$ cat src/sv/spimfe_pkg.sv
// Shared types and constants for the SPI master frame exchange block.
`timescale 1ns / 1ps

package spimfe_pkg;

  localparam int WORD_W = 16;
  localparam int BIT_W  = 5;
  localparam int POS_W  = 4;

  // Register indexes of the configuration port.
  localparam logic [2:0] REG_FRAME_BITS   = 3'd0;
  localparam logic [2:0] REG_CAPTURE_1ST  = 3'd1;
  localparam logic [2:0] REG_MSB_FIRST    = 3'd2;
  localparam logic [2:0] REG_CLK_IDLE_LOW = 3'd3;
  localparam logic [2:0] REG_RX_ENABLE    = 3'd4;
  localparam logic [2:0] REG_TX_ENABLE    = 3'd5;

  localparam logic [BIT_W-1:0] FRAME_BITS_RST = 5'd8;

  // Command codes of an input word.
  typedef enum logic {
    OP_START = 1'b0,
    OP_TICK  = 1'b1
  } op_t;

  // One classified command waiting for the back end.
  typedef struct packed {
    op_t               op;
    logic [WORD_W-1:0] tx_word;
    logic              miso_level;
  } q_item_t;

  // Configuration as seen by the back end.
  typedef struct packed {
    logic [BIT_W-1:0] frame_bits;
    logic             capture_first_edge;
    logic             msb_first;
    logic             clock_idle_low;
    logic             receive_enable;
    logic             transmit_enable;
  } cfg_t;

endpackage

$ cat src/sv/spimfe_if.sv
// Valid/ready channel interfaces for command words and result words.
`timescale 1ns / 1ps

interface spimfe_in_if import spimfe_pkg::*; ();
  logic              valid;
  logic              ready;
  logic              cmd;
  logic [WORD_W-1:0] tx_word;
  logic              miso_level;

  modport source (output valid, cmd, tx_word, miso_level, input ready);
  modport sink (input valid, cmd, tx_word, miso_level, output ready);
endinterface

interface spimfe_out_if import spimfe_pkg::*; ();
  logic              valid;
  logic              ready;
  logic              sck_level;
  logic              mosi_level;
  logic              cs_n_level;
  logic [WORD_W-1:0] rx_word;
  logic              done_res;
  logic              busy_res;

  modport source (output valid, sck_level, mosi_level, cs_n_level, rx_word, done_res,
                  busy_res, input ready);
  modport sink (input valid, sck_level, mosi_level, cs_n_level, rx_word, done_res,
                busy_res, output ready);
endinterface

$ cat src/sv/spimfe_cfg.sv
// APB-style configuration registers with frame size saturation.
`timescale 1ns / 1ps

module spimfe_cfg import spimfe_pkg::*; #(
  parameter int MAX_FRAME_BITS = 16
) (
  input  logic        clk,
  input  logic        rst_n,
  input  logic        psel,
  input  logic        penable,
  input  logic        pwrite,
  input  logic [4:0]  paddr,
  input  logic [31:0] pwdata,
  output logic [31:0] prdata,
  output logic        pready,
  output cfg_t        cfg
);

  localparam int FRAME_HI = (MAX_FRAME_BITS < WORD_W) ? MAX_FRAME_BITS : WORD_W;
  localparam logic [BIT_W-1:0] FRAME_HI_V = BIT_W'(FRAME_HI);

  cfg_t             cfg_r;
  logic [2:0]       idx;
  logic             wr_en;
  logic [BIT_W-1:0] fb_raw;
  logic [BIT_W-1:0] fb_sat;

  assign idx    = paddr[4:2];
  assign wr_en  = psel & penable & pwrite;
  assign pready = 1'b1;
  assign cfg    = cfg_r;

  assign fb_raw = pwdata[BIT_W-1:0];

  always_comb begin
    if (fb_raw == '0) begin
      fb_sat = BIT_W'(1);
    end else if (fb_raw > FRAME_HI_V) begin
      fb_sat = FRAME_HI_V;
    end else begin
      fb_sat = fb_raw;
    end
  end

  always_ff @(posedge clk) begin
    if (!rst_n) begin
      cfg_r.frame_bits         <= FRAME_BITS_RST;
      cfg_r.capture_first_edge <= 1'b1;
      cfg_r.msb_first          <= 1'b1;
      cfg_r.clock_idle_low     <= 1'b1;
      cfg_r.receive_enable     <= 1'b1;
      cfg_r.transmit_enable    <= 1'b1;
    end else if (wr_en) begin
      case (idx)
        REG_FRAME_BITS:   cfg_r.frame_bits         <= fb_sat;
        REG_CAPTURE_1ST:  cfg_r.capture_first_edge <= pwdata[0];
        REG_MSB_FIRST:    cfg_r.msb_first          <= pwdata[0];
        REG_CLK_IDLE_LOW: cfg_r.clock_idle_low     <= pwdata[0];
        REG_RX_ENABLE:    cfg_r.receive_enable     <= pwdata[0];
        REG_TX_ENABLE:    cfg_r.transmit_enable    <= pwdata[0];
        default: begin
        end
      endcase
    end
  end

  always_comb begin
    case (idx)
      REG_FRAME_BITS:   prdata = {27'd0, cfg_r.frame_bits};
      REG_CAPTURE_1ST:  prdata = {31'd0, cfg_r.capture_first_edge};
      REG_MSB_FIRST:    prdata = {31'd0, cfg_r.msb_first};
      REG_CLK_IDLE_LOW: prdata = {31'd0, cfg_r.clock_idle_low};
      REG_RX_ENABLE:    prdata = {31'd0, cfg_r.receive_enable};
      REG_TX_ENABLE:    prdata = {31'd0, cfg_r.transmit_enable};
      default:          prdata = 32'd0;
    endcase
  end

endmodule

$ cat src/sv/spimfe_front.sv
// Front end: accepts command words, classifies them and queues them.
`timescale 1ns / 1ps

module spimfe_front import spimfe_pkg::*; (
  input  logic          clk,
  input  logic          rst_n,
  spimfe_in_if.sink     in_ch,
  output logic          q_valid,
  output q_item_t       q_item,
  input  logic          q_pop
);

  localparam int DEPTH = 2;

  q_item_t    q_mem_r [DEPTH];
  logic       wr_ptr_r;
  logic       rd_ptr_r;
  logic [1:0] count_r;
  logic [1:0] count_nxt;
  logic       push;
  q_item_t    item_in;

  assign in_ch.ready = (count_r != 2'(DEPTH));
  assign push        = in_ch.valid & in_ch.ready;

  // Classify the command bit into an operation code.
  always_comb begin
    item_in.op         = in_ch.cmd ? OP_TICK : OP_START;
    item_in.tx_word    = in_ch.tx_word;
    item_in.miso_level = in_ch.miso_level;
  end

  assign q_valid = (count_r != 2'd0);
  assign q_item  = q_mem_r[rd_ptr_r];

  always_comb begin
    count_nxt = count_r;
    if (push && !q_pop) begin
      count_nxt = count_r + 2'd1;
    end else if (q_pop && !push) begin
      count_nxt = count_r - 2'd1;
    end
  end

  always_ff @(posedge clk) begin
    if (push) begin
      q_mem_r[wr_ptr_r] <= item_in;
    end
  end

  always_ff @(posedge clk) begin
    if (!rst_n) begin
      wr_ptr_r <= 1'b0;
      rd_ptr_r <= 1'b0;
      count_r  <= 2'd0;
    end else begin
      if (push) begin
        wr_ptr_r <= ~wr_ptr_r;
      end
      if (q_pop) begin
        rd_ptr_r <= ~rd_ptr_r;
      end
      count_r <= count_nxt;
    end
  end

endmodule

$ cat src/sv/spimfe_back.sv
// Back end: runs the frame state machine and holds the result register.
`timescale 1ns / 1ps

module spimfe_back import spimfe_pkg::*; (
  input  logic          clk,
  input  logic          rst_n,
  input  cfg_t          cfg,
  input  logic          q_valid,
  input  q_item_t       q_item,
  output logic          q_pop,
  spimfe_out_if.source  out_ch
);

  typedef enum logic {
    ST_IDLE,
    ST_FRAME
  } state_t;

  state_t            state_r, state_nxt;
  logic [WORD_W-1:0] tx_r, tx_nxt;
  logic [WORD_W-1:0] rx_r, rx_nxt;
  logic [BIT_W-1:0]  bit_r, bit_nxt;
  logic              phase_r, phase_nxt;
  logic              sck_r, sck_nxt;
  logic              mosi_r, mosi_nxt;
  logic              out_valid_r;

  logic              sck_r_o, mosi_r_o, cs_r_o, done_r_o, busy_r_o;
  logic [WORD_W-1:0] rx_word_r;

  logic              idle_sck;
  logic [BIT_W-1:0]  bits_left;
  logic [POS_W-1:0]  pos;
  logic              done;
  logic [WORD_W-1:0] rx_out;

  assign q_pop    = q_valid & (~out_valid_r | out_ch.ready);
  assign idle_sck = ~cfg.clock_idle_low;

  // Bit position of the current edge, from the chosen bit order.
  assign bits_left = cfg.frame_bits - BIT_W'(1) - bit_r;
  assign pos       = cfg.msb_first ? bits_left[POS_W-1:0] : bit_r[POS_W-1:0];

  always_comb begin
    state_nxt = state_r;
    tx_nxt    = tx_r;
    rx_nxt    = rx_r;
    bit_nxt   = bit_r;
    phase_nxt = phase_r;
    sck_nxt   = sck_r;
    mosi_nxt  = mosi_r;
    done      = 1'b0;
    rx_out    = '0;
    case (state_r)
      ST_IDLE: begin
        if (q_item.op == OP_START) begin
          tx_nxt    = q_item.tx_word;
          rx_nxt    = '0;
          bit_nxt   = '0;
          phase_nxt = 1'b0;
          sck_nxt   = idle_sck ^ ~cfg.capture_first_edge;
          state_nxt = ST_FRAME;
        end
      end
      ST_FRAME: begin
        if (q_item.op == OP_TICK) begin
          if (phase_r) begin
            sck_nxt   = ~sck_r;
            phase_nxt = 1'b0;
          end else if (bit_r < cfg.frame_bits) begin
            mosi_nxt    = cfg.transmit_enable & tx_r[pos];
            sck_nxt     = ~sck_r;
            rx_nxt[pos] = rx_r[pos] | (cfg.receive_enable & q_item.miso_level);
            bit_nxt     = bit_r + BIT_W'(1);
            phase_nxt   = cfg.capture_first_edge | (bit_nxt < cfg.frame_bits);
          end else begin
            state_nxt = ST_IDLE;
            done      = 1'b1;
            rx_out    = rx_r;
          end
        end
      end
      default: state_nxt = ST_IDLE;
    endcase
  end

  always_ff @(posedge clk) begin
    if (!rst_n) begin
      state_r     <= ST_IDLE;
      tx_r        <= '0;
      rx_r        <= '0;
      bit_r       <= '0;
      phase_r     <= 1'b0;
      sck_r       <= 1'b0;
      mosi_r      <= 1'b0;
      out_valid_r <= 1'b0;
    end else begin
      if (q_pop) begin
        state_r   <= state_nxt;
        tx_r      <= tx_nxt;
        rx_r      <= rx_nxt;
        bit_r     <= bit_nxt;
        phase_r   <= phase_nxt;
        sck_r     <= sck_nxt;
        mosi_r    <= mosi_nxt;
        // Out of a frame the clock always sits at the idle level.
        sck_r_o   <= (state_nxt == ST_FRAME) ? sck_nxt : idle_sck;
        mosi_r_o  <= mosi_nxt;
        cs_r_o    <= (state_nxt != ST_FRAME);
        rx_word_r <= rx_out;
        done_r_o  <= done;
        busy_r_o  <= (state_nxt == ST_FRAME);
      end
      out_valid_r <= q_pop | (out_valid_r & ~out_ch.ready);
    end
  end

  assign out_ch.valid      = out_valid_r;
  assign out_ch.sck_level  = sck_r_o;
  assign out_ch.mosi_level = mosi_r_o;
  assign out_ch.cs_n_level = cs_r_o;
  assign out_ch.rx_word    = rx_word_r;
  assign out_ch.done_res   = done_r_o;
  assign out_ch.busy_res   = busy_r_o;

endmodule

$ cat src/sv/spi_master_frame_exchange.sv
// Top level of the SPI master frame exchange block.
//
//   channel   direction  handshake          payload
//   in_ch     in         valid/ready        cmd, tx_word, miso_level
//   out_ch    out        valid/ready        sck, mosi, cs_n, rx_word, done, busy
//   config    in         APB psel/penable   paddr, pwdata, prdata
//
// A steady stream runs at one word per clock while the result side takes every
// result; an accepted word passes through the two-entry command queue and then
// the result register.
// Reset is synchronous and active low; it clears the queue, the frame state and
// the configuration to its defaults (8-bit frames, MSB first, capture on the first
// edge, clock idle low, both directions enabled). No clearing pass is needed.
// A stall on the result side first fills the result register and then the queue;
// the input is refused only once both queue entries are occupied.
`timescale 1ns / 1ps

module spi_master_frame_exchange import spimfe_pkg::*; #(
  parameter int MAX_FRAME_BITS = 16
) (
  input  logic         clk,
  input  logic         rst_n,
  spimfe_in_if.sink    in_ch,
  spimfe_out_if.source out_ch,
  input  logic         psel,
  input  logic         penable,
  input  logic         pwrite,
  input  logic [4:0]   paddr,
  input  logic [31:0]  pwdata,
  output logic [31:0]  prdata,
  output logic         pready
);

  cfg_t    cfg;
  logic    q_valid;
  q_item_t q_item;
  logic    q_pop;

  // Register file; a write lands on the access cycle of the APB transfer.
  spimfe_cfg #(
    .MAX_FRAME_BITS (MAX_FRAME_BITS)
  ) u_cfg (
    .clk     (clk),
    .rst_n   (rst_n),
    .psel    (psel),
    .penable (penable),
    .pwrite  (pwrite),
    .paddr   (paddr),
    .pwdata  (pwdata),
    .prdata  (prdata),
    .pready  (pready),
    .cfg     (cfg)
  );

  // The front end decodes each word into a start or a tick and queues it, so
  // it keeps accepting, until both entries are occupied, while the back end waits on a stalled result.
  spimfe_front u_front (
    .clk     (clk),
    .rst_n   (rst_n),
    .in_ch   (in_ch),
    .q_valid (q_valid),
    .q_item  (q_item),
    .q_pop   (q_pop)
  );

  // The back end advances the serial clock one edge per tick of a frame, save the tick that ends it, and registers the
  // pin levels and the received word as the result of every command.
  spimfe_back u_back (
    .clk     (clk),
    .rst_n   (rst_n),
    .cfg     (cfg),
    .q_valid (q_valid),
    .q_item  (q_item),
    .q_pop   (q_pop),
    .out_ch  (out_ch)
  );

  // A frame end always deselects the slave and leaves the block idle.
  a_done_ends_frame: assert property (@(posedge clk) disable iff (!rst_n)
    out_ch.valid && out_ch.done_res |-> out_ch.cs_n_level && !out_ch.busy_res)
    else $error("done result without chip select released");

  // Chip select is low exactly while a frame is in progress.
  a_cs_tracks_busy: assert property (@(posedge clk) disable iff (!rst_n)
    out_ch.valid |-> (out_ch.cs_n_level == !out_ch.busy_res))
    else $error("chip select disagrees with busy");

  // The received word is shown only on the word that ends a frame.
  a_rx_only_on_done: assert property (@(posedge clk) disable iff (!rst_n)
    out_ch.valid && !out_ch.done_res |-> out_ch.rx_word == '0)
    else $error("received word outside a frame end");

  // The back end never takes a command from an empty queue.
  a_pop_needs_item: assert property (@(posedge clk) disable iff (!rst_n)
    q_pop |-> q_valid)
    else $error("queue popped while empty");

endmodule
$ cat src/flat_wrapper.sv
// flat-port wrapper written by rule: the top's interface ports become plain ports
module spi_master_frame_exchange_flat import spimfe_pkg::*;
#(
  parameter int MAX_FRAME_BITS = 16
)
  (clk, rst_n, psel, penable, pwrite, paddr, pwdata, prdata, pready, in_ch_valid, in_ch_cmd, in_ch_tx_word, in_ch_miso_level, in_ch_ready, out_ch_valid, out_ch_sck_level, out_ch_mosi_level, out_ch_cs_n_level, out_ch_rx_word, out_ch_done_res, out_ch_busy_res, out_ch_ready);
  spimfe_in_if in_ch_i ();
  spimfe_out_if out_ch_i ();
  input  logic clk;
  input  logic rst_n;
  input  logic psel;
  input  logic penable;
  input  logic pwrite;
  input  logic [4:0] paddr;
  input  logic [31:0] pwdata;
  output logic [31:0] prdata;
  output logic pready;
  input wire logic [$bits(in_ch_i.valid)-1:0] in_ch_valid;
  input wire logic [$bits(in_ch_i.cmd)-1:0] in_ch_cmd;
  input wire logic [$bits(in_ch_i.tx_word)-1:0] in_ch_tx_word;
  input wire logic [$bits(in_ch_i.miso_level)-1:0] in_ch_miso_level;
  output wire logic [$bits(in_ch_i.ready)-1:0] in_ch_ready;
  output wire logic [$bits(out_ch_i.valid)-1:0] out_ch_valid;
  output wire logic [$bits(out_ch_i.sck_level)-1:0] out_ch_sck_level;
  output wire logic [$bits(out_ch_i.mosi_level)-1:0] out_ch_mosi_level;
  output wire logic [$bits(out_ch_i.cs_n_level)-1:0] out_ch_cs_n_level;
  output wire logic [$bits(out_ch_i.rx_word)-1:0] out_ch_rx_word;
  output wire logic [$bits(out_ch_i.done_res)-1:0] out_ch_done_res;
  output wire logic [$bits(out_ch_i.busy_res)-1:0] out_ch_busy_res;
  input wire logic [$bits(out_ch_i.ready)-1:0] out_ch_ready;
  assign in_ch_i.valid = in_ch_valid;
  assign in_ch_i.cmd = in_ch_cmd;
  assign in_ch_i.tx_word = in_ch_tx_word;
  assign in_ch_i.miso_level = in_ch_miso_level;
  assign in_ch_ready = in_ch_i.ready;
  assign out_ch_valid = out_ch_i.valid;
  assign out_ch_sck_level = out_ch_i.sck_level;
  assign out_ch_mosi_level = out_ch_i.mosi_level;
  assign out_ch_cs_n_level = out_ch_i.cs_n_level;
  assign out_ch_rx_word = out_ch_i.rx_word;
  assign out_ch_done_res = out_ch_i.done_res;
  assign out_ch_busy_res = out_ch_i.busy_res;
  assign out_ch_i.ready = out_ch_ready;
  spi_master_frame_exchange #(.MAX_FRAME_BITS(MAX_FRAME_BITS)) u_core (.clk(clk), .rst_n(rst_n), .in_ch(in_ch_i), .out_ch(out_ch_i), .psel(psel), .penable(penable), .pwrite(pwrite), .paddr(paddr), .pwdata(pwdata), .prdata(prdata), .pready(pready));
endmodule
$ cat config.mk
export PLATFORM = sky130hd
export DESIGN_NAME = spi_master_frame_exchange_flat
export DESIGN_NICKNAME = d
export VERILOG_FILES = /design/src/sv/spimfe_pkg.sv /design/src/sv/spimfe_if.sv /design/src/sv/spimfe_cfg.sv /design/src/sv/spimfe_front.sv /design/src/sv/spimfe_back.sv /design/src/sv/spi_master_frame_exchange.sv /design/src/flat_wrapper.sv
export SDC_FILE = /design/constraint.sdc
export NUM_CORES = 1
export LEC_CHECK = 0
export BUFFER_PORTS_ARGS = -buffer_cell sky130_fd_sc_hd__clkbuf_2
export CORE_UTILIZATION = 40
export DETAILED_ROUTE_END_ITERATION = 7
export SETUP_SLACK_MARGIN = 0.4
export SYNTH_ARGS = -nofsm -noshare
export SYNTH_HDL_FRONTEND = slang
export SYNTH_SLANG_ARGS = --single-unit
$ cat constraint.sdc
create_clock -name clk -period 5 [get_ports clk]
set_input_delay 1 -clock clk [delete_from_list [all_inputs] [get_ports clk]]
set_output_delay 1 -clock clk [all_outputs]
set_load 0.01 [all_outputs]
Word level (Yosys, flattened, before mapping)
Memories as Yosys holds them, arrays and structs flattened. A register that Yosys moved wholly into a read port is not among the register bits.
Cells that the tools add are included.
W data, S select, Z words.
- memories kept: 1
- bits in writable memories: 36
- register bits: 77
- word-level logic and storage cells: 136
- input bits: 62
- magnitude comparators: 5
- add/subtract/negate cells: 5
- muxes and demuxes: 49
- bitwise operators: 22
- reductions and logical operators: 21
- equality and inequality tests: 10
- memory list (memory ; words ; bits a word ; read ports ; clocked after memory_dff ; wr ports ; RTL line ; text):
    u_core.u_front.q_mem_r ; 2 ; 18 ; 1 ; 1 ; 1 ; spimfe_front.sv:15 ; q_item_t q_mem_r [DEPTH];
- operator list (cell ; count):
    $mux W16 ; 4
    $pmux W16 S2 ; 1
    $mux W5 ; 6
    $pmux W5 S6 ; 1
    $mux W1 ; 26
    $bwmux W16 ; 1
    $reduce_and A2 Y1 ; 7
    $lt A5 B5 Y1 ; 2
    $not A1 Y1 ; 10
    $pmux W5 S2 ; 1
    $bmux W1 S4 ; 2
    $ne A2 B2 Y1 const B ; 4
    $and A1 B1 Y1 ; 7
    $eq A3 B2 Y1 const B ; 2
    $eq A3 B3 Y1 const B ; 2
    $pmux W1 S2 ; 3
    $reduce_and A3 Y1 ; 2
    $add A5 B1 Y5 const B ; 1
    $gt A5 B5 Y1 const B ; 1
    $logic_not A5 Y1 ; 1
    $lt A4 B5 Y1 const B ; 1
    $reduce_and A5 Y1 ; 1
    $demux W1 S4 ; 1
    $ge A4 B1 Y1 const B ; 1
    16 further kinds ; 24

Logic depth before layout (Yosys ltp)
Gate-level depths: netlist (run 1).
- depth after elaboration: 12
- depth in mapped cells: 11

By module
A second synthesis (run 1) with hierarchy kept.
- cell total of the unflattened synthesis: 563
- area total of the unflattened synthesis: 5780.5 µm²
- modules (own cells, without submodules) (module ; instances ; area each (µm²) ; cells each ; sequential area each (µm²)):
    spimfe_back ; 1 ; 3425.8 ; 386 ; 1471.4
    spimfe_front ; 1 ; 1537.7 ; 80 ; 1181.1
    spimfe_cfg ; 1 ; 817.0 ; 97 ; 200.2

Least setup slack after synthesis (run 1)
Ideal clock, no wire load.
- path type: input to output
- from: input port paddr[3]
- to: output port prdata[0]
- arrival: 1.779 ns
- data required time: 4.000 ns
- path buffers: 1
- setup slack: 2.221 ns
- cell stages on the path: 5
- cell sequence: clkbuf_1 mux2i_1 nor2_1 a211oi_1 a21oi_1
- longest elaborated chain between the ends: 2
- elaborated cells on any way between the ends: 7
- classes of those cells: eq/ne (5); mux (1); reduce/logical (1)
- ends and longest elaborated chain (element ; RTL line ; text):
    from (decl) ; flat_wrapper.sv:14 ; input logic [4:0] paddr;
    $eq A3 B3 Y1 (tied with other cells) ; spimfe_cfg.sv:68 ; case (idx)
    $pmux W5 S6 (*) ; spimfe_cfg.sv:68 ;
    to (decl) ; flat_wrapper.sv:16 ; output logic [31:0] prdata;
Every way passes the cells marked *; elsewhere a longest branch is shown, timed or not.

Worst setup path after layout (run 1)
- from: register u_core.u_back.bit_r[0]
- to: register u_core.u_back.mosi_r_o (netlist: u_core.u_back.out_ch.mosi_level) (data pin)
- longest elaborated chain between the ends: 9
- elaborated cells on any way between the ends: 10
- classes of those cells: add/sub (1); order compare (1); mux (7); bitwise (1)
- ends and longest elaborated chain (element ; RTL line ; text):
    from (decl) ; spimfe_back.sv:22 ; logic [BIT_W-1:0] bit_r, bit_nxt;
    from (signal assigned) ; spimfe_back.sv:102 ; bit_r <= bit_nxt;
    $sub A4 B4 Y4 ; spimfe_back.sv:41 ; assign bits_left = cfg.frame_bits - BIT_W'(1) - bit_r;
    $mux W4 ; spimfe_back.sv:42 ; assign pos = cfg.msb_first ? bits_left[POS_W-1:0] : bit_r[POS_W-1:0];
    $bmux W1 S4 ; spimfe_back.sv:71 ; mosi_nxt = cfg.transmit_enable & tx_r[pos];
    $mux W1 (not written as such) ; spimfe_back.sv:71 ;
    $and A1 B1 Y1 ; spimfe_back.sv:71 ;
    $mux W1 (*) ; spimfe_back.sv:70 ; end else if (bit_r < cfg.frame_bits) begin
    $mux W1 (*) ; spimfe_back.sv:67 ; if (phase_r) begin
    $mux W1 (*) ; spimfe_back.sv:66 ; if (q_item.op == OP_TICK) begin
    $mux W1 (*) ; spimfe_back.sv:54 ; case (state_r)
    net u_core.u_back.mosi_nxt ; spimfe_back.sv:25 ; logic mosi_r, mosi_nxt;
    to (signal assigned) ; spimfe_back.sv:108 ; mosi_r_o <= mosi_nxt;
    to (decl) ; spimfe_back.sv:28 ; logic sck_r_o, mosi_r_o, cs_r_o, done_r_o, busy_r_o;
Mark *: on every way through the listed nets, which the timed path passes. The rest lies on a longest branch. The select of a mux whose other input is x is not followed.
A chain may end at the register's enable or synchronous reset.

==> results of run 1 <==
placed cells by master, fill, tap and decap left out, types with 7 or more instances in the layout:
cell / Yosys / final
dfxtp_1: 57 / 57
inv_1: 22 / 22
o211a_1: 17 / 17
clkbuf_2: 1 / 60
nand2_1: 37 / 37
nor2_1: 14 / 14
and2_1: 26 / 26
a21oi_1: 13 / 13
o2bb2ai_1: 12 / 12
nor3_1: 9 / 9
nand3_1: 7 / 7
o21ai_0: 23 / 23
conb_1: 2 / 28
clkbuf_16: 0 / 17
edfxtp_1: 57 / 57
mux2i_1: 44 / 44
nor2b_1: 15 / 15
ha_1: 16 / 16
nand3b_1: 7 / 7
nand2b_1: 7 / 7
layer usage:
layer  wire length, um  track usage [%]  part of all wire, %
met3               525             6.32                  4.8
met5                 0                0                    0
met4               128             7.01                  1.2
met1              5010             19.6                   46
met2              5180             24.8                   48
cells in the mapped netlist (3+ instances only):
master     number  area [sq um]
buf_6           5          56.3
mux2_2          4          45.0
nor4_1          5          31.3
nand3_1         7          35.0
nand2b_1        7          43.8
nand2_1        37           139
a211oi_1        4          30.0
nor2b_1        15          93.8
mux2i_1        44           440
buf_4          29           218
buf_2           5          25.0
o32ai_1         3          26.3
o21bai_1        4          30.0
edfxtp_1       57          1710
xnor2_1         6          52.6
and2_1         26           163
o2bb2ai_1      12           105
a22oi_1         3          22.5
inv_1          22          82.6
nand4_1         3          18.8
o21ai_1         3          15.0
a21oi_1        13          65.1
nor3b_1         4          30.0
nor3_1          9          45.0
ha_1           16           200
dfxtp_1        57          1140
nand3b_1        7          52.6
nor3_2          3          30.0
clkbuf_1       11          41.3
o31a_1          3          26.3
nor2_1         14          52.6
o21ai_0        23           115
o211a_1        17           170
o311ai_0        4          35.0
layout make-up:
cell class,instances,area [sq um],share of cell area (%)
clock buffers,21,440,6.57
clock inverters,11,185,2.76
inverters,23,88.8,1.33
multi-input cells,359,2580,38.6
flip-flops and latches,114,2850,42.6
well taps,180,225,3.36
repair buffers,63,323,4.82
worst paths after layout:
check,from,end,slack (ns),depth (start not counted)
worst max-delay path,u_core.u_back.bit_r[0],u_core.u_back.out_ch.mosi_level,2.03,10
worst min-delay path,u_core.u_back.rx_r[9],u_core.u_back.rx_r[9],0.48,1
worst min register to register,u_core.u_back.rx_r[9],u_core.u_back.rx_r[9],0.48,1
worst max register to register,u_core.u_back.bit_r[0],u_core.u_back.out_ch.mosi_level,2.03,10
cells by family after synthesis:
logic type	count (synthesis)	synth area share, %
fa+ha+maj	17	3.81
compound gates	111	14.8
xor+xnor	8	1.21
mux	49	8.79
simple gates	146	14.3
flops	114	49.4
other cells	2	0.130
buf+inv	75	7.58
critical path: stages, from the launching register on:
cell,delay [ns]
dfxtp_1,0.53
inv_1,0.16
ha_1,0.25
inv_1,0.09
fa_1,0.46
nand2_1,0.12
o21ai_2,0.26
mux2_2,0.34
o22ai_1,0.10
nor3_2,0.29
o22ai_2,0.11
registers in the layout (all words and copies together) (netlist names), 2 cells and up, named ones only:
| register | count |
|---|---|
| u_core.u_front.q_mem_r | 36 |
| u_core.u_back.tx_r | 16 |
| u_core.u_front.count_r | 2 |
| u_core.u_back.bit_r | 5 |
| u_core.u_cfg.cfg | 10 |
| u_core.u_back.rx_r | 16 |
| u_core.u_back.out_ch.rx_word | 16 |
power groups by stage:
stage | clock (mW) | sequential [mW] | combinational, mW
after floorplan | 0 | 1.25 | 0.579
after global placement | 0 | 1.24 | 0.726
after detailed placement | 0 | 1.25 | 0.735
after CTS | 1.31 | 1.23 | 0.739
after global routing | 1.35 | 1.25 | 0.819
final | 1.28 | 1.23 | 0.731
per-stage QoR:
step                hold WS (ns)  setup slack, ns  cell area (sq um)  cells
CTS                        0.483             2.02               6700    771
detailed placement         0.471             1.93               6070    739
global route               0.493             1.83               6700    771
floorplan                  0.445             2.22               5870    548
global placement           0.464             1.95               6070    739
finish                     0.481             2.03               6700    771
==> impl_metrics.env, run 1 <==
export IMPL_vias_per_cell=5.02
export IMPL_clock_root_buffer="clkbuf_16"
export IMPL_cts_tree="yes"
export IMPL_async_reset_ff_share_pct=0
export IMPL_slew_headroom_pct=31.5
export IMPL_post_cts_setup_buffers=0
export IMPL_wl_um=10800
export IMPL_numCtsBuffers=17
export IMPL_max_freq_mhz=337
export IMPL_h_tree_depth=4
export IMPL_portBuffers=60
export IMPL_power_density_nw_per_um2=485
export IMPL_critPathLaunchType="register"
export IMPL_drtIter0Drc=154
export IMPL_die_w_um=122
export IMPL_timing_final_max_slew_violations=0
export IMPL_grt_overflow_total=0
export IMPL_period_needed_ns=2.97
export IMPL_hold_class="register to register"
export IMPL_cp_arrival_ns=3.13
export IMPL_p_comb_share_pct=22.5
export IMPL_num_io_pins=118
export IMPL_cts_hold_fix_buffers=0
export IMPL_tns_ns=0
export IMPL_die_area_sq_um=14900
export IMPL_dpl_hpwl_um=7560
export IMPL_die_h_um=122
export IMPL_grt_pass1_vias=3660
export IMPL_status="completed"
export IMPL_min_period_over_period_pct=59.3
export IMPL_rows=43
export IMPL_vias=3873
export IMPL_p_total_mw=3.25
export IMPL_finalSetupViolCount=0
export IMPL_gp_congestion=0.829
export IMPL_cts_resized=0
export IMPL_intPower_mw=2.33
export IMPL_grt_pass1_wl_um=18000
export IMPL_synth_edf_count=57
export IMPL_p_seq_share_pct=37.9
export IMPL_netlist_instances=522
export IMPL_synth_seq_cells=114
export IMPL_clkLatencyLatePin_ns=0.42
export IMPL_syn_to_final_growth_pct=16.0
export IMPL_grt_max_degree=50
export IMPL_antenna_found_initial=0
export IMPL_worstPathRequired_ns=5.16
export IMPL_clock_sinks=114
export IMPL_drcViolationCount=0
export IMPL_synth_top_flop_cell="edfxtp_1"
export IMPL_p_sw_share_pct=28.3
export IMPL_drive_gt1_share_pct=19.0
export IMPL_first_pass_iters=5
export IMPL_syn_area_per_cell_sq_um=11.1
export IMPL_power_leakage_nw=2.70
export IMPL_cts_buffer_depth=2
export IMPL_worst_setup_path_type="register to register"
export IMPL_core_sq_um=14000
export IMPL_max_cap_violations=0
export IMPL_synth_area_sq_um=5780
export IMPL_cp_end_kind="register"
export IMPL_grtUsageTotal_pct=16.0
export IMPL_final_hold_violation_count=0
export IMPL_clkPwrFrac_pct=39.5
export IMPL_rsz0062_at_grt="false"
export IMPL_worst_slew_pin_slew_ns=1.03
export IMPL_seq_area_frac_synth_pct=49.4
export IMPL_yosys_warnings=0
export IMPL_synthDistinctLibCells=67
export IMPL_clkSlewWorstSetupHoldPaths_ns=0.05
export IMPL_cp_max_fo=14
export IMPL_num_antenna_cells=0
export IMPL_avgRoutedWirePerCell_um=14.1
export IMPL_switching_power_mw=0.921
export IMPL_layout_nets=657
export IMPL_fillers=1294
export IMPL_peakVddDrop_mv=0.296
export IMPL_ant_nets=0
export IMPL_final_util_pct=47.9
export IMPL_skew_ns=0.0111
export IMPL_floorplan_initialDensity_pct=41.3
Power figures use the tool's default switching activity.
==> run 2, diff against run 1 <==
--- a/config.mk
+++ b/config.mk
@@ -5,6 +5,7 @@
 export SDC_FILE = /design/constraint.sdc
 export NUM_CORES = 1
 export LEC_CHECK = 0
+export ABC_AREA = 1
 export BUFFER_PORTS_ARGS = -buffer_cell sky130_fd_sc_hd__clkbuf_2
 export CORE_UTILIZATION = 40
 export DETAILED_ROUTE_END_ITERATION = 7
==> constraint.sdc (replaced) <==
create_clock -name clk -period 2.9 [get_ports clk]
set_input_delay 0.58 -clock clk [delete_from_list [all_inputs] [get_ports clk]]
set_output_delay 0.58 -clock clk [all_outputs]
set_load 0.01 [all_outputs]
==> run 2 against run 1 <==
  * Global-route usage is 1.1 points higher
  * Largest power group is now sequential cells
  * Critical endpoint is now u_core.u_back.rx_r[6]
  * Worst hold slack got worse by 0.13 ns
  * Critical path depth grew 4
  * Register-to-register slack worse by 1.5 ns
  * Power increased by 78%
  * Maximum frequency increased by 23%
  * First-iteration DRC count increased by 38%
  * Clock power grew 63%
  * Core utilization increased by 0.72 points
==> impl_metrics.env, run 2 <==
export IMPL_synth_edf_count=57
export IMPL_syn_to_final_growth_pct=17.9
export IMPL_critPathLaunchType="register"
export IMPL_cp_arrival_ns=2.69
export IMPL_first_pass_iters=4
export IMPL_synth_seq_cells=114
export IMPL_wl_um=11900
export IMPL_min_path_cells=1
export IMPL_dpl_hpwl_um=8260
export IMPL_largest_reg_flops=36
export IMPL_rows=43
export IMPL_cts_tree="yes"
export IMPL_stdcell_count=967
export IMPL_layout_nets=853
export IMPL_synth_compound_gate_area_share_pct=11.4
export IMPL_synthDistinctLibCells=42
export IMPL_timing_final_max_slew_violations=0
export IMPL_final_common_cell="nand2_1"
export IMPL_ys_top_cells_by_count="219 x nand2_1, 65 x inv_1, 61 x nor2_1"
export IMPL_drtIter0Drc=213
export IMPL_min_period_over_period_pct=83.1
export IMPL_finalSetupViolCount=0
export IMPL_synth_area_mux_share_pct=0
export IMPL_cts_buffer_depth=2
export IMPL_clkLatencyLatePin_ns=0.42
export IMPL_synthXorXnorAreaFrac_pct=0.911
export IMPL_p_total_mw=5.78
export IMPL_vias_per_cell=4.78
export IMPL_hold_class="primary input to register"
export IMPL_num_antenna_cells=0
export IMPL_pre_cts_ws_ns=0.363
export IMPL_floorplan_initialDensity_pct=41.2
export IMPL_skew_ns=0.00910
export IMPL_die_h_um=122
export IMPL_dpl_cell_count=933
export IMPL_worst_setup_path_type="register to register"
export IMPL_cp_end_kind="register"
export IMPL_final_hold_violation_count=0
export IMPL_num_io_pins=118
export IMPL_yosys_area_top_type="edfxtp_1"
export IMPL_grtUsageTotal_pct=17.1
export IMPL_core_sq_um=14000
export IMPL_syn_area_per_cell_sq_um=8.16
export IMPL_cp_max_fo=8
export IMPL_peakVddDrop_mv=0.502
export IMPL_status="completed"
export IMPL_clkSlewWorstSetupHoldPaths_ns=0.05
export IMPL_worstPathRequired_ns=3.18
export IMPL_grt_max_degree=40
export IMPL_netlist_instances=707
export IMPL_die_w_um=122
export IMPL_drive_gt1_share_pct=19.7
export IMPL_power_leakage_nw=2.82
export IMPL_yosys_area_top_type_share_pct=29.7
export IMPL_max_cap_violations=0
export IMPL_slew_headroom_pct=21.9
export IMPL_async_reset_ff_share_pct=0
export IMPL_grt_overflow_total=0
export IMPL_yosys_warnings=0
export IMPL_antenna_found_initial=0
export IMPL_worst_slack_ns=0.490
export IMPL_die_area_sq_um=14900
export IMPL_synth_area_sq_um=5770
export IMPL_post_cts_setup_buffers=0
export IMPL_grt_pass1_vias=4302
export IMPL_h_tree_depth=4
export IMPL_power_density_nw_per_um2=849
export IMPL_clock_root_buffer="clkbuf_16"
export IMPL_ant_nets=0
export IMPL_tns_ns=0
export IMPL_gp_congestion=0.865
export IMPL_worst_r2r_cell_count=14
export IMPL_synth_top_flop_cell="edfxtp_1"
export IMPL_synth_area_leaders="edfxtp_1 30%, dfxtp_1 20%, nand2_1 14%, a21oi_1 4.6%, inv_1 4.2%"
export IMPL_synthAdderAreaFrac_pct=3.82
export IMPL_avgRoutedWirePerCell_um=12.3
export IMPL_numCtsBuffers=17
export IMPL_grt_pass1_wl_um=19700
export IMPL_drcViolationCount=0
export IMPL_portBuffers=60
export IMPL_worst_slew_pin_slew_ns=1.16
export IMPL_clock_sinks=114
export IMPL_rsz0062_at_grt="false"
export IMPL_period_needed_ns=2.41
export IMPL_max_flop_register="u_core.u_front.q_mem_r"
export IMPL_synthSimpleGateAreaFrac_pct=23.5
export IMPL_seq_area_frac_synth_pct=49.5
export IMPL_synth_most_common_cell="nand2_1"
export IMPL_mostFrequentLayoutCells="216 x nand2_1, 63 x inv_1, 60 x clkbuf_2, 59 x nor2_1, 57 x edfxtp_1"
export IMPL_max_freq_mhz=415
export IMPL_synth_top_family_by_area="simple AND/OR/NAND/NOR gates"
export IMPL_vias=4625
==> run 2: kinds of logic (layout without fill, tap and decap cells) <==
| kind of cell | count (synthesis) | in the layout |
|---|---|---|
| AOI/OAI and AO/OA | 114 | 114 |
| xor gates and xnor gates | 6 | 6 |
| adders and majority gates | 17 | 17 |
| buffers and inverters | 123 | 176 |
| DFF | 114 | 114 |
| other | 2 | 28 |
| and+or+nand+nor | 331 | 332 |
==> run 2: final cells by class <==
type                            count  area, sq um
Inverter                           71          277
Multi-Input combinational cell    497         2440
Clock inverter                     13          146
Clock buffer                       19          454
Tap cell                          180          225
Timing Repair Buffer               73          399
Fill cell                        1360         7190
Sequential cell                   114         2860
==> run 2: per-stage QoR <==
stage	hold WS (ns)	utilization [%]	cell area, sq um
3_3_place_gp	0.436	43.9	6140
2_1_floorplan	0.425	-	5870
4_1_cts	0.327	48.2	6740
3_5_place_dp	0.444	43.9	6140
6_report	0.346	48.6	6800
5_1_grt	0.339	48.6	6800
==> run 2: layer usage <==
layer	part of all wire, %	wire length, um	up-vias	track usage [%]
li1	-	-	2374	-
met1	45	5360	2116	20.8
met2	49	5830	112	28.4
met3	4.3	515	23	4.07
met4	1.8	214	0	7.85
met5	0	0	-	0
==> run 2: critical path, stage by stage, from the launching register on <==
cell     delay (ns)
dfxtp_4        0.37
ha_2           0.19
inv_2          0.05
fa_1           0.47
o21ai_4        0.25
buf_6          0.17
nand2_1        0.07
nand2_1        0.08
nand2_1        0.05
nand2_1        0.08
nand2_2        0.06
nand2_4        0.10
nand2_4        0.12
nand2_2        0.15
a21oi_2        0.05
==> run 2: worst paths after layout <==
| check | startpoint | endpoint | slack [ns] |
|---|---|---|---|
| worst max-delay path | u_core.u_cfg.cfg[5] | u_core.u_back.rx_r[6] | 0.49 |
| worst min-delay path | in_ch_tx_word[13] | u_core.u_front.q_mem_r[0][14] | 0.35 |
| worst max register to register | u_core.u_cfg.cfg[5] | u_core.u_back.rx_r[6] | 0.49 |
| worst min register to register | u_core.u_back.tx_r[15] | u_core.u_back.tx_r[15] | 0.45 |
==> run 2: timing repair <==
action	CTS	global route
cloned	0	2
hold buffers	0	0
setup endpoints to repair	16	21
pin swaps	0	6
gates resized for setup	3	13
==> run 2: report_power, final <==
group          internal [mW]  switching, mW
registers               2.01         0.0916
logic                  0.506           1.08
clock network           1.33          0.760
==> run 3, diff against run 2 <==
==> constraint.sdc (replaced) <==
create_clock -name clk -period 1.9 [get_ports clk]
set_input_delay 0.38 -clock clk [delete_from_list [all_inputs] [get_ports clk]]
set_output_delay 0.38 -clock clk [all_outputs]
set_load 0.01 [all_outputs]
==> run 3 against run 2 <==
  * The run now ends with negative setup slack left
  * First-iteration DRC count up 6.6%
  * Via count up 7.2%
  * Largest cell class is now multi-input combinational cells
  * Sequential cell count unchanged
  * Global-route usage up 2.3 points
  * Non-clock buffer count up 59
  * Critical path type unchanged
  * Register-to-register slack worse by 0.87 ns
  * Sequential power up 55%
  * Clock skew down 0.0022 ns
  * Sequential share of layout area down 6.8 points
  * Combinational power rose to 2.5 times the previous value
  * Final cell count up 6.1%
==> impl_metrics.env, run 3 (synthesis gave the netlist of run 2 again) <==
export IMPL_drive_gt1_share_pct=39.5
export IMPL_layout_nets=912
export IMPL_ant_nets=0
export IMPL_intPower_mw=6.74
export IMPL_vias=4957
export IMPL_mostFrequentLayoutCells="191 x nand2_1, 57 x edfxtp_1, 53 x clkbuf_2, 47 x inv_1, 44 x dfxtp_1"
export IMPL_grt_pass1_vias=4761
export IMPL_rsz0062_at_grt="true"
export IMPL_grt_overflow_total=0
export IMPL_final_hold_violation_count=0
export IMPL_dpl_hpwl_um=8540
export IMPL_cpMaxStageDelayCell="fa_1"
export IMPL_slew_headroom_pct=7.51
export IMPL_critPathLaunchType="register"
export IMPL_max_cap_violations=0
export IMPL_rows=43
export IMPL_clock_root_buffer="clkbuf_16"
export IMPL_p_sw_share_pct=35.8
export IMPL_critPathTopFamily="simple AND/OR/NAND/NOR gates"
export IMPL_gp_congestion=0.842
export IMPL_syn_to_final_growth_pct=41.9
export IMPL_largest_reg_flops=36
export IMPL_skew_ns=0.00694
export IMPL_pre_cts_ws_ns=-0.325
export IMPL_cts_tree="yes"
export IMPL_worst_slew_pin_slew_ns=1.37
export IMPL_grt_max_degree=24
export IMPL_hold_class="primary input to register"
export IMPL_clock_sinks=114
export IMPL_power_leakage_nw=3.36
export IMPL_clkPwrFrac_pct=30.5
export IMPL_switching_power_mw=3.76
export IMPL_num_antenna_cells=0
export IMPL_wl_um=13900
export IMPL_finalSetupViolCount=24
export IMPL_p_comb_share_pct=38.6
export IMPL_floorplan_initialDensity_pct=41.2
export IMPL_grtUsageTotal_pct=19.4
export IMPL_clkLatencyLatePin_ns=0.42
export IMPL_worst_slack_ns=-0.385
export IMPL_die_area_sq_um=14900
export IMPL_h_tree_depth=4
export IMPL_status="finished, violations left"
export IMPL_cp_end_kind="register"
export IMPL_max_freq_mhz=438
export IMPL_max_flop_register="u_core.u_front.q_mem_r"
export IMPL_period_needed_ns=2.28
export IMPL_cp_max_fo=8
export IMPL_die_h_um=122
export IMPL_min_period_over_period_pct=120
export IMPL_drtIter0Drc=227
export IMPL_peakVddDrop_mv=0.843
export IMPL_avgRoutedWirePerCell_um=13.5
export IMPL_p_seq_share_pct=31.0
export IMPL_numCtsBuffers=17
export IMPL_timing_final_max_slew_violations=0
export IMPL_slowest_delay_ns=0.53
export IMPL_failed_checks="negative setup slack"
export IMPL_cp_arrival_ns=2.58
export IMPL_die_w_um=122
export IMPL_cp_buffers_inverters=4
export IMPL_cpMostUsedCell="nand2_1"
export IMPL_worstPathRequired_ns=2.19
export IMPL_grt_pass1_wl_um=22100
export IMPL_final_util_pct=58.5
export IMPL_cts_buffer_depth=2
export IMPL_portBuffers=60
export IMPL_final_common_cell="nand2_1"
export IMPL_core_sq_um=14000
export IMPL_fillers=1184
export IMPL_num_io_pins=118
export IMPL_first_pass_iters=4
export IMPL_drcViolationCount=0
export IMPL_vias_per_cell=4.83
export IMPL_worst_setup_path_type="register to register"
export IMPL_path_cells="inv_4 > ha_4 > inv_2 > fa_1 > o21ai_2 > buf_6 > inv_8 > nand2_1 > nand2_1 > nand2_1 > nand2_1 > nand2_2 > nand2_4 > nand2_8 > nand2_4 > a21oi_2"
export IMPL_worst_hold_slack_ns=0.149
export IMPL_power_density_nw_per_um2=1280
export IMPL_clkSlewWorstSetupHoldPaths_ns=0.06
export IMPL_antenna_found_initial=0
==> run 3: power by group through the flow <==
stage,registers (mW),clock network (mW),logic [mW]
CTS,3.24,3.25,3.37
finish,3.25,3.20,4.05
detailed placement,3.29,0,2.69
floorplan,3.31,0,2.02
global placement,3.27,0,2.64
global route,3.29,3.38,4.44
==> run 3: path summary, 6_finish.rpt <==
| path | endpoint | startpoint | slack, ns | cells after the start |
|---|---|---|---|---|
| worst min register to register | register | u_core.u_front.rd_ptr_r | 0.44 | 1 |
| worst min-delay path | u_core.u_front.q_mem_r[0][2] | in_ch_tx_word[1] | 0.15 | 1 |
| worst max register to register | u_core.u_back.rx_r[1] | u_core.u_back.bit_r[0] | -0.38 | 16 |
| worst max-delay path | u_core.u_back.rx_r[1] | u_core.u_back.bit_r[0] | -0.38 | 16 |
==> run 3: stage by stage <==
stage	instances	setup TNS, ns	instance area (sq um)	power [mW]
after global routing	1026	-10.56	8180	11.1
after floorplan	733	-2.53	6060	5.33
final	1026	-7.21	8180	10.5
after global placement	964	-4.98	6540	5.91
after detailed placement	964	-5.49	6540	5.98
after CTS	1016	-6.22	7700	9.86
==> run 3: per-layer routing <==
metal	vias to the layer above	routed length, um	GRT usage (%)
li1	2498	-	-
met1	2307	6030	23.3
met2	130	6930	32.4
met3	22	710	5.06
met4	0	206	8.61
met5	-	0	0
==> run 3: area by class of cell <==
class                      count  area [sq um]  area share [%]
multi-input combinational    497          2990            36.5
sequential                   114          2880            35.2
timing repair buffer         132          1180            14.4
clock buffer                  17           425            5.20
inverter                      71           318            3.88
tap                          180           225            2.75
clock inverter                15           171            2.09
==> run 3: what timing repair did <==
action	in CTS	in global routing
endpoints found under the setup margin	70	103
hold buffers	0	0
resized for setup	85	101
setup buffers	14	7
pin swaps	23	36
gates cloned	6	3
